<file path="src/rtl/der_integer_sequence_parser_macros.svh">
// Assertion macros shared by the DER integer sequence parser RTL.
`ifndef DER_INTEGER_SEQUENCE_PARSER_MACROS_SVH
`define DER_INTEGER_SEQUENCE_PARSER_MACROS_SVH

// Check a property on every clock edge outside reset.
`define DISP_ASSERT(label, prop, msg) \
  label: assert property (@(posedge clk_i) disable iff (!rst_ni) (prop)) else $error(msg);

// Check that a condition is followed by a consequence in the next cycle.
`define DISP_ASSERT_NEXT(label, cond, cons, msg) \
  label: assert property (@(posedge clk_i) disable iff (!rst_ni) (cond) |=> (cons)) \
    else $error(msg);

`endif

</file>
<file path="src/rtl/disp_pkg.sv">
// Types and constants for the DER integer sequence parser.
package disp_pkg;

  // Fixed protocol constants
  localparam logic [7:0]  SEQ_TAG     = 8'h30;
  localparam logic [7:0]  INT_TAG     = 8'h02;
  localparam logic [7:0]  MAX_INT_LEN = 8'd16;
  localparam logic [3:0]  MAX_FIELDS  = 4'd9;
  localparam logic [15:0] MIN_SIZE    = 16'd2;

  // Result status codes
  localparam logic [1:0] STATUS_INT = 2'd0;
  localparam logic [1:0] STATUS_REJ = 2'd1;
  localparam logic [1:0] STATUS_HDR = 2'd2;

  // Parser modes
  typedef enum logic [2:0] {
    MODE_SEQ_TAG,
    MODE_SEQ_LEN,
    MODE_TAG,
    MODE_LEN,
    MODE_BODY,
    MODE_IDLE
  } mode_e;

  // Input item: one message byte
  typedef struct packed {
    logic        first_of_message;
    logic [15:0] message_size;
    logic [7:0]  data_byte;
  } disp_in_t;

  // Result item: one decoded or rejected field
  typedef struct packed {
    logic [3:0]  field_index;
    logic [63:0] value;
    logic [1:0]  status;
  } disp_out_t;

endpackage

</file>
<file path="src/rtl/der_integer_sequence_parser.sv">
// Top level of the DER integer sequence parser: input and result registers.
//
// Usage: feed one DER message byte per input item on the in_* valid/ready
// channel, with first_of_message set and message_size given on byte 0.
// The block checks the SEQUENCE header (tag 0x30, length = size - 2) and
// then decodes up to nine tag-length-value fields. Each field gives one
// result item on the out_* channel: the low 64 bits of a tag-2 integer of
// length up to 16, or a rejected status with value zero. A bad header gives
// one header-rejected item; the rest of that message is dropped.
// The byte that completes a field passes the input register and then the
// result register before its result leaves. Throughput: one byte per
// cycle while the result register is empty or being taken, set by the
// combinational parse between the two registers; bytes that finish no
// field give no item. Reset clears the parser to wait for the first byte
// of a message and empties both registers. When the receiver stalls, the
// waiting result is held; one further byte is taken into the input
// register, after which in_ready_o falls until the result is taken.
`include "der_integer_sequence_parser_macros.svh"

module der_integer_sequence_parser import disp_pkg::*; (
  input  logic      clk_i,
  input  logic      rst_ni,
  input  logic      in_valid_i,
  output logic      in_ready_o,
  input  disp_in_t  in_data_i,
  output logic      out_valid_o,
  input  logic      out_ready_i,
  output disp_out_t out_data_o
);

  logic      s1_valid_q;
  disp_in_t  s1_data_q;
  logic      out_valid_q;
  disp_out_t out_data_q;
  logic      advance;
  logic      res_valid;
  disp_out_t res;

  assign advance     = s1_valid_q && (!out_valid_q || out_ready_i);
  assign in_ready_o  = !s1_valid_q || advance;
  assign out_valid_o = out_valid_q;
  assign out_data_o  = out_data_q;

  // Hold the accepted byte in the input register
  always_ff @(posedge clk_i or negedge rst_ni) begin
    if (!rst_ni) begin
      s1_valid_q <= 1'b0;
    end else if (in_ready_o) begin
      s1_valid_q <= in_valid_i;
    end
  end

  always_ff @(posedge clk_i) begin
    if (in_valid_i && in_ready_o) s1_data_q <= in_data_i;
  end

  disp_core u_core (
    .clk_i       (clk_i),
    .rst_ni      (rst_ni),
    .fire_i      (advance),
    .item_i      (s1_data_q),
    .res_valid_o (res_valid),
    .res_o       (res)
  );

  // Load the result register, drop it once taken
  always_ff @(posedge clk_i or negedge rst_ni) begin
    if (!rst_ni) begin
      out_valid_q <= 1'b0;
    end else if (advance && res_valid) begin
      out_valid_q <= 1'b1;
    end else if (out_ready_i) begin
      out_valid_q <= 1'b0;
    end
  end

  always_ff @(posedge clk_i) begin
    if (advance && res_valid) out_data_q <= res;
  end

  // Assertions
  `DISP_ASSERT(a_status_known, !out_valid_q || out_data_q.status != 2'd3, "bad status")
  `DISP_ASSERT(a_hdr_zero, !(out_valid_q && out_data_q.status == STATUS_HDR) || (out_data_q.value == 64'd0 && out_data_q.field_index == 4'd0), "header item not zero")
  `DISP_ASSERT(a_rej_zero, !(out_valid_q && out_data_q.status == STATUS_REJ) || out_data_q.value == 64'd0, "rejected field not zero")
  `DISP_ASSERT(a_index_range, !out_valid_q || out_data_q.field_index < MAX_FIELDS, "field index out of range")
  `DISP_ASSERT_NEXT(a_s1_hold, s1_valid_q && !advance, s1_valid_q && $stable(s1_data_q), "input register lost an item")

endmodule

</file>
<file path="src/rtl/disp_core.sv">
// Byte-wise DER sequence parser state and result formation.
module disp_core import disp_pkg::*; (
  input  logic      clk_i,
  input  logic      rst_ni,
  input  logic      fire_i,
  input  disp_in_t  item_i,
  output logic      res_valid_o,
  output disp_out_t res_o
);

  mode_e       mode_q, mode_d;
  logic [15:0] pos_q, pos_d;
  logic [15:0] size_q, size_d;
  logic [3:0]  done_q, done_d;
  logic [7:0]  left_q, left_d;
  logic [63:0] acc_q, acc_d;
  logic        ok_q, ok_d;

  logic        emit;
  logic        hdr_err;
  logic [7:0]  missing;
  logic        last;
  logic [3:0]  done_inc;
  logic        fields_full;
  logic [7:0]  b;
  logic [7:0]  left_dec;

  assign b           = item_i.data_byte;
  assign last        = (pos_q == size_q - 16'd1);
  assign done_inc    = done_q + 4'd1;
  assign fields_full = (done_inc >= MAX_FIELDS);
  assign left_dec    = left_q - 8'd1;

  // Decode the byte and work out the next parser state
  always_comb begin
    mode_d  = mode_q;
    pos_d   = pos_q;
    size_d  = size_q;
    done_d  = done_q;
    left_d  = left_q;
    acc_d   = acc_q;
    ok_d    = ok_q;
    emit    = 1'b0;
    hdr_err = 1'b0;
    missing = '0;
    if (fire_i) begin
      if (item_i.first_of_message || mode_q == MODE_SEQ_TAG) begin
        size_d = item_i.message_size;
        pos_d  = 16'd1;
        done_d = '0;
        left_d = '0;
        acc_d  = '0;
        ok_d   = 1'b0;
        if (b != SEQ_TAG || item_i.message_size < MIN_SIZE) begin
          hdr_err = 1'b1;
          mode_d  = MODE_IDLE;
        end else begin
          mode_d = MODE_SEQ_LEN;
        end
      end else if (mode_q != MODE_IDLE) begin
        pos_d = pos_q + 16'd1;
        unique case (mode_q)
          MODE_SEQ_LEN: begin
            if ({8'd0, b} != size_q - MIN_SIZE) begin
              hdr_err = 1'b1;
              mode_d  = MODE_IDLE;
            end else begin
              mode_d = last ? MODE_IDLE : MODE_TAG;
            end
          end
          MODE_TAG: begin
            ok_d   = (b == INT_TAG);
            acc_d  = '0;
            left_d = '0;
            if (last) begin
              emit   = 1'b1;
              mode_d = MODE_IDLE;
            end else begin
              mode_d = MODE_LEN;
            end
          end
          MODE_LEN: begin
            if (b > MAX_INT_LEN) ok_d = 1'b0;
            left_d = b;
            if (b == 8'd0) begin
              emit   = 1'b1;
              mode_d = (last || fields_full) ? MODE_IDLE : MODE_TAG;
            end else if (last) begin
              emit    = 1'b1;
              missing = b;
              mode_d  = MODE_IDLE;
            end else begin
              mode_d = MODE_BODY;
            end
          end
          MODE_BODY: begin
            if (ok_q) acc_d = {acc_q[55:0], b};
            left_d = left_dec;
            if (left_dec == 8'd0) begin
              emit   = 1'b1;
              mode_d = (last || fields_full) ? MODE_IDLE : MODE_TAG;
            end else if (last) begin
              emit    = 1'b1;
              missing = left_dec;
              mode_d  = MODE_IDLE;
            end
          end
          default: mode_d = MODE_IDLE;
        endcase
        if (emit) done_d = done_inc;
      end
    end
  end

  // Form the result item
  always_comb begin
    res_valid_o       = emit || hdr_err;
    res_o.field_index = '0;
    res_o.value       = '0;
    res_o.status      = STATUS_HDR;
    if (emit) begin
      res_o.field_index = done_q;
      res_o.status      = ok_d ? STATUS_INT : STATUS_REJ;
      if (ok_d && missing < 8'd8) begin
        res_o.value = acc_d << {missing[2:0], 3'b000};
      end
    end
  end

  // Hold the parser state
  always_ff @(posedge clk_i or negedge rst_ni) begin
    if (!rst_ni) begin
      mode_q <= MODE_SEQ_TAG;
      pos_q  <= '0;
      size_q <= '0;
      done_q <= '0;
      left_q <= '0;
      acc_q  <= '0;
      ok_q   <= 1'b0;
    end else begin
      mode_q <= mode_d;
      pos_q  <= pos_d;
      size_q <= size_d;
      done_q <= done_d;
      left_q <= left_d;
      acc_q  <= acc_d;
      ok_q   <= ok_d;
    end
  end

endmodule
</file>
<file path="config.mk">
export PLATFORM = sky130hd
export DESIGN_NAME = der_integer_sequence_parser
export DESIGN_NICKNAME = d
export VERILOG_FILES = /design/src/rtl/disp_pkg.sv /design/src/rtl/der_integer_sequence_parser.sv /design/src/rtl/disp_core.sv
export VERILOG_INCLUDE_DIRS = /design/src /design/src/rtl
export SDC_FILE = /design/constraint.sdc
export NUM_CORES = 1
export LEC_CHECK = 0
export BUFFER_PORTS_ARGS = -buffer_cell sky130_fd_sc_hd__buf_2
export CAP_MARGIN = 10
export CORE_ASPECT_RATIO = 1.75
export CORE_MARGIN = 8
export CORE_UTILIZATION = 30
export CTS_BUF_LIST = sky130_fd_sc_hd__clkbuf_8
export DETAILED_ROUTE_END_ITERATION = 7
export PLACE_DENSITY = 0.43
export SYNTH_ARGS = -nofsm -noshare
export SYNTH_HDL_FRONTEND = slang
export SYNTH_SLANG_ARGS = --single-unit
</file>
<file path="constraint.sdc">
create_clock -name clk_i -period 5.7 [get_ports clk_i]
set_input_delay 0.285 -clock clk_i [delete_from_list [all_inputs] [get_ports clk_i]]
set_output_delay 0.285 -clock clk_i [all_outputs]
set_load 0.01 [all_outputs]
</file>
* Word level (Yosys, flattened, before mapping)
Index checks and enable logic that the tools add are counted.
** Word-level totals
- Word-level logic and storage cells :: 117
- Register bits after elaboration :: 209
- Output and inout bits :: 72
- Bits of input ports :: 29
** Cells by class
- Shift-type cells :: 1
- Equal/unequal tests :: 10
- Reduce and logical (&&, ||, !) cells :: 25
- $add $sub $neg :: 5
- Muxes and demuxes :: 57
- Order comparisons :: 4
** Operators with widths (number)
- two-way mux 64 bit :: 4
- one-hot mux 64 bit (2 select lines) :: 1
- two-way mux 8 bit :: 9
- left shift 64 x 6 -> 64 bit :: 1
- two-way mux 16 bit :: 2
- two-way mux 3 bit :: 10
- one-hot mux 8 bit (3 select lines) :: 1
- two-way mux 1 bit :: 23
- adder 16 x 1 -> 16 bit (second input constant) :: 1
- equality test 16 bit :: 1
- zero test 8 bit :: 2
- less-than comparator 16 x 2 -> 1 bit (second input constant) :: 1
- inequality test 8 x 16 -> 1 bit :: 1
- one-hot mux 8 bit (2 select lines) :: 1
- subtractor 16 x 1 -> 16 bit (second input constant) :: 1
- subtractor 16 x 2 -> 16 bit (second input constant) :: 1
- two-way mux 4 bit :: 3
- one-hot mux 3 bit (4 select lines) :: 1
- AND reduction 3 bit :: 3
- equality test 8 x 2 -> 1 bit (second input constant) :: 1
- greater-than comparator 8 x 5 -> 1 bit (second input constant) :: 1
- less-than comparator 8 x 4 -> 1 bit (second input constant) :: 1
- inequality test 8 x 6 -> 1 bit (second input constant) :: 1
- subtractor 8 x 1 -> 8 bit (second input constant) :: 1
- other kinds (16) :: 30

* Longest topological paths before layout
- Depth after elaboration :: 14
- Depth in mapped cells :: 15
- Gate-level depth less buffers :: 11

* Hierarchy
A second synthesis with hierarchy kept.
** Unflattened totals
- Cells, all modules :: 1115
- Area total of the unflattened synthesis :: 11139.4 sq um
** By module, submodules not included
- disp_core :: seq. area each 2802.7 sq um, times used 1, cells an instance 1010, area an instance 8177.8 sq um
- der_integer_sequence_parser :: seq. area each 2902.8 sq um, times used 1, cells an instance 105, area an instance 2961.6 sq um

* Least setup slack after synthesis
Ideal clock, no wire load.
- Path type :: flip-flop to flip-flop
- Start :: register u_core.size_q[0]
- End :: register out_data_q (netlist bit out_data_o[0]) (enable)
- Data required time :: 5.270 ns
- Data arrival time :: 4.340 ns
- Path buffers :: 0
- Setup slack :: 0.930 ns
- Period minus slack after synthesis :: 4.770 ns
- Cell stages (with the launch flop) :: 11
- Library setup time :: 0.430 ns
- Cells stage by stage :: dfrtp_1 > inv_1 > ha_1 > or4b_4 > or3_1 > a2111o_1 > a22oi_1 > nand4_2 > o31ai_4 > inv_1 > nand2_1
** Between the ends
- Cells in the longest elaborated chain, start to end :: 13
- Elaborated cells on any way between the ends :: 21
- Classes of those cells :: add/sub (2); eq/ne (2); mux (15); reduce/logical (2)
** Ends and longest elaborated chain
- start, declared :: line disp_core.sv:13 : logic [15:0] size_q, size_d;
- start signal, assigned :: line disp_core.sv:143 : size_q <= size_d;
- subtractor 16 x 1 -> 16 bit :: line disp_core.sv:29 : assign last = (pos_q == size_q - 16'd1);
- equality test 16 bit :: line disp_core.sv:29
- two-way mux 1 bit :: line disp_core.sv:75, disp_core.sv:88, disp_core.sv:102
- two-way mux 1 bit (on tied branches) :: line disp_core.sv:99, disp_core.sv:85
- one-hot mux 1 bit (3 select lines) :: line disp_core.sv:62 : unique case (mode_q)
- two-way mux 1 bit :: line disp_core.sv:60 : end else if (mode_q != MODE_IDLE) begin
- two-way mux 1 bit :: line disp_core.sv:47 : if (item_i.first_of_message || mode_q == MODE_SEQ_TAG) begin
- two-way mux 1 bit :: line disp_core.sv:46 : if (fire_i) begin
- two-way mux 1 bit :: line disp_core.sv:60
- two-way mux 1 bit :: line disp_core.sv:47
- two-way mux 1 bit :: line disp_core.sv:46
- logical OR 1 bit (*) :: line disp_core.sv:117 : res_valid_o = emit || hdr_err;
- logical AND 1 bit (*) :: line der_integer_sequence_parser.sv:78 : if (advance && res_valid) out_data_q <= res;
- end signal, assigned :: line der_integer_sequence_parser.sv:78
- end, declared :: line der_integer_sequence_parser.sv:34 : disp_out_t out_data_q;
Every way passes the cells marked *; elsewhere a longest branch is shown, timed or not. The select of a mux whose other input is x is not followed.
A chain may end at the register's enable or synchronous reset.

* Worst setup path after layout
- Start :: register u_core.size_q[0]
- End :: register out_data_q (netlist bit out_data_o[48]), data pin
** Between the ends
- Cells in the longest elaborated chain, start to end :: 12
- Elaborated cells on any way between the ends :: 24
- Classes of those cells :: add/sub (1); order compare (1); eq/ne (1); shift (1); mux (18); reduce/logical (2)
** Ends and longest elaborated chain (line)
- subtractor 16 x 1 -> 16 bit (*) :: disp_core.sv:29
- equality test 16 bit (*) :: disp_core.sv:29
- branches (longest 10 deep; another with less-than comparator 8 x 4 -> 1 bit)
Mark *: on every way between the ends. The select of a mux whose other input is x is not followed.

==> impl_metrics.json <==
{
  "grtUsageMet3_pct": 2.90,
  "finalWorstSetupSlack_ns": 0.921,
  "viasPerCell": 5.23,
  "reg2reg_to": "out_data_o[48]$_SDFFCE_PN0P_",
  "path_cells": "inv_1, ha_1, or4b_4, or3_1, a2111o_1, a22o_1, a211o_1, or3_1, buf_4, a21oi_1, nor2_1, o32ai_2",
  "finalSetupViolCount": 0,
  "end_kind": "flop",
  "slowest_stage": "or3_1",
  "drt-total-wl_mm": 36.4,
  "netlist.area_leader.share_pct": 26.0,
  "yosysTopAreaCell": "dfrtp_1",
  "fin_area_sq_um": 13000,
  "post_drt_wl_per_cell_um": 21.6,
  "cts_sinks": 209,
  "synth-seq-cells": 209,
  "grt_overflow_total": 0,
  "syn-num-nets": 1089,
  "cp-start-kind": "flop",
  "grt_pass1_wl_mm": 55.2,
  "die_y_um": 269,
  "use_met1_pct": 16.0,
  "leakagePower_uw": 0.00551,
  "worstMarginPinSlew_ns": 0.986,
  "clock_path_buffers": 3,
  "clk_pin_slew_ns": 0.06,
  "critPathBufInv": 2,
  "cts_made_buffers": 35,
  "fin_nets": 1221,
  "dieArea_sq_um": 43100,
  "port_buffers": 100,
  "powerDensity_nw_per_um2": 272,
  "synth_common_cells": "dfrtp_1 (114), edfxtp_1 (95), inv_1 (85)",
  "cp.required_ns": 6.05,
  "first_pass_iters": 5,
  "syn_inst": 1053,
  "synth_area_per_cell_sq_um": 10.4,
  "num_rows": 92,
  "hpwl_mm": 27.0,
  "tns_ns": 0,
  "core_area_sq_um": 36000,
  "hold_depth": 4,
  "synthTopCellsByArea": "dfrtp_1 (26%), edfxtp_1 (26%), mux2i_1 (4.8%)",
  "synth_most_common_cell": "dfrtp_1",
  "slowest_delay_ns": 0.85,
  "htreeDepth": 2,
  "drc": 0,
  "rsz0062_at_grt": "false",
  "synth_edf_count": 95,
  "grt_max_degree": 64,
  "pre_cts_slack_ns": 0.926,
  "critPathTopFamily": "simple AND/OR/NAND/NOR gates",
  "synth_cell_types": 71,
  "post_cts_buffers": 0,
  "status": "finished, final reports clean",
  "die_w_um": 160,
  "busiest_layer": "met2",
  "ios": 101,
  "power_uw": 3530,
  "start_util_pct": 30.4,
  "antenna_found_initial": 1,
  "hp-class": "primary input to flop",
  "slew_headroom_pct": 34.3,
  "clockRootBuffer": "clkbuf_8",
  "drive_gt1_share_pct": 17.9,
  "vias": 8796,
  "finalHoldViolCount": 0,
  "synth_warnings": 0,
  "async_flop_share_pct": 54.5,
  "ir_drop_uv": 162,
  "max-cap-violations": 0,
  "rrSetupSlack_ns": 0.92,
  "period_minus_slack_ns": 4.78,
  "final_antenna_net_count": 0,
  "synth_flop_cell": "dfrtp_1",
  "syn-cell-area_sq_um": 11000,
  "min_to": "s1_valid_q$_DFFE_PN0N_",
  "area_growth_pct": 18.7,
  "grt_pass1_vias": 9269,
  "arrival_ns": 5.13,
  "crit_type": "flop to flop",
  "place_congestion": 0.878,
  "r2r_start": "u_core.size_q[0]$_DFFE_PN0P_",
  "final_util_pct": 36.1,
  "cp_max_fo": 17,
  "cts_tree": "done",
  "yosysSeqAreaShare_pct": 52.1,
  "drt-initial-drc-count": 450,
  "finalCritPeriodShare_pct": 83.8,
  "hp-start": "out_ready_i",
  "finClkSkew_ns": 0.0300,
  "fmax_mhz": 209,
  "grtUsageTotal_pct": 16.7,
  "clock_latency_ns": 0.55,
  "finalMaxSlewViolations": 0,
  "reg2regPathDepth": 12,
  "cpMostUsedCell": "or3_1",
  "dpl_cell_area_sq_um": 12100,
  "met2_usage_pct": 32.6
}
routing by layer:
metal	vias to the layer above	wire (um)
met3	90	1540
met1	4317	12700
li1	4135	-
met2	254	20200
met5	-	0
met4	0	1970
report_power, final:
| part | leakage, uW | internal [uW] | total, uW | switching, uW |
|---|---|---|---|---|
| Clock | 0.000390 | 703 | 1320 | 616 |
| Combinational | 0.00269 | 179 | 422 | 243 |
| Sequential | 0.00243 | 1670 | 1790 | 127 |
| Total | 0.00551 | 2550 | 3530 | 986 |
registers in the layout, summed over array words and instances, names as in the netlist:
name           cells
u_core.pos_q      16
u_core.mode_q      3
s1_valid_q         1
u_core.ok_q        1
out_data_o        70
u_core.size_q     16
u_core.done_q      4
s1_data_q         25
u_core.acc_q      64
u_core.left_q      8
out_valid_o        1
worst max path at each step:
stage               slack, ns                            to  cells after the start                          from
floorplan                0.93   out_data_o[0]$_SDFFCE_PN0P_                     10  u_core.size_q[0]$_DFFE_PN0P_
global placement          1.0  out_data_o[48]$_SDFFCE_PN0P_                     12  u_core.size_q[0]$_DFFE_PN0P_
detailed placement       0.93  out_data_o[60]$_SDFFCE_PN0P_                     12  u_core.size_q[0]$_DFFE_PN0P_
CTS                      0.93  out_data_o[60]$_SDFFCE_PN0P_                     12  u_core.size_q[0]$_DFFE_PN0P_
global route             0.68  out_data_o[64]$_SDFFCE_PN0P_                     12  u_core.size_q[1]$_DFFE_PN0P_
finish                   0.92  out_data_o[48]$_SDFFCE_PN0P_                     12  u_core.size_q[0]$_DFFE_PN0P_
logic make-up after synthesis:
logic type | Yosys count | share of synthesized area (%)
AOI/OAI and AO/OA | 259 | 16.7
xor gates and xnor gates | 42 | 3.36
adders and majority gates | 7 | 0.799
buffers and inverters | 149 | 5.54
DFF | 209 | 52.1
muxes | 70 | 6.63
and+or+nand+nor | 317 | 14.9
timing repair:
action / in CTS / in global routing
resized for setup: 0 / 0
hold buffers: 27 / 0
hold endpoints to repair: 84 / 0
setup endpoints to repair: 0 / 0
area by class of cell:
type                            count  area, sq um
Multi-Input combinational cell    695         4690
Inverter                           85          319
Clock inverter                     24          148
Timing Repair Buffer              159         1040
Sequential cell                   209         5710
Antenna cell                        1         2.50
Clock buffer                       38          523
Fill cell                        3701        23000
Tap cell                          470          588
cells in the final DEF (no fill, tap or decap), types with 14 or more instances in the layout:
master	n
dfrtp_1	114
inv_1	99
buf_2	99
edfxtp_1	95
nand2_1	82
nor2_1	70
a22oi_1	69
mux2i_1	53
clkbuf_8	38
o21ai_0	33
a21oi_1	32
buf_4	31
nor3_1	27
dlygate4sd3_1	27
xnor2_1	23
nand3_1	23
a211oi_1	23
xor2_1	19
o22ai_1	16
nor4_1	15
mux2_2	15
a22o_1	14
stage by stage:
step / hold slack (ns) / std cells
2_1_floorplan: -0.0106 / 1053
3_3_place_gp: 0.450 / 1591
4_1_cts: 0.106 / 1680
3_5_place_dp: 0.455 / 1591
6_report: 0.135 / 1681
5_1_grt: 0.144 / 1681
worst min-delay path, delay by kind of cell:
family	cells	cell delay [ns]
simple gates	3	0.26
buf+inv	1	0.08
Power figures use the tool's default switching activity.
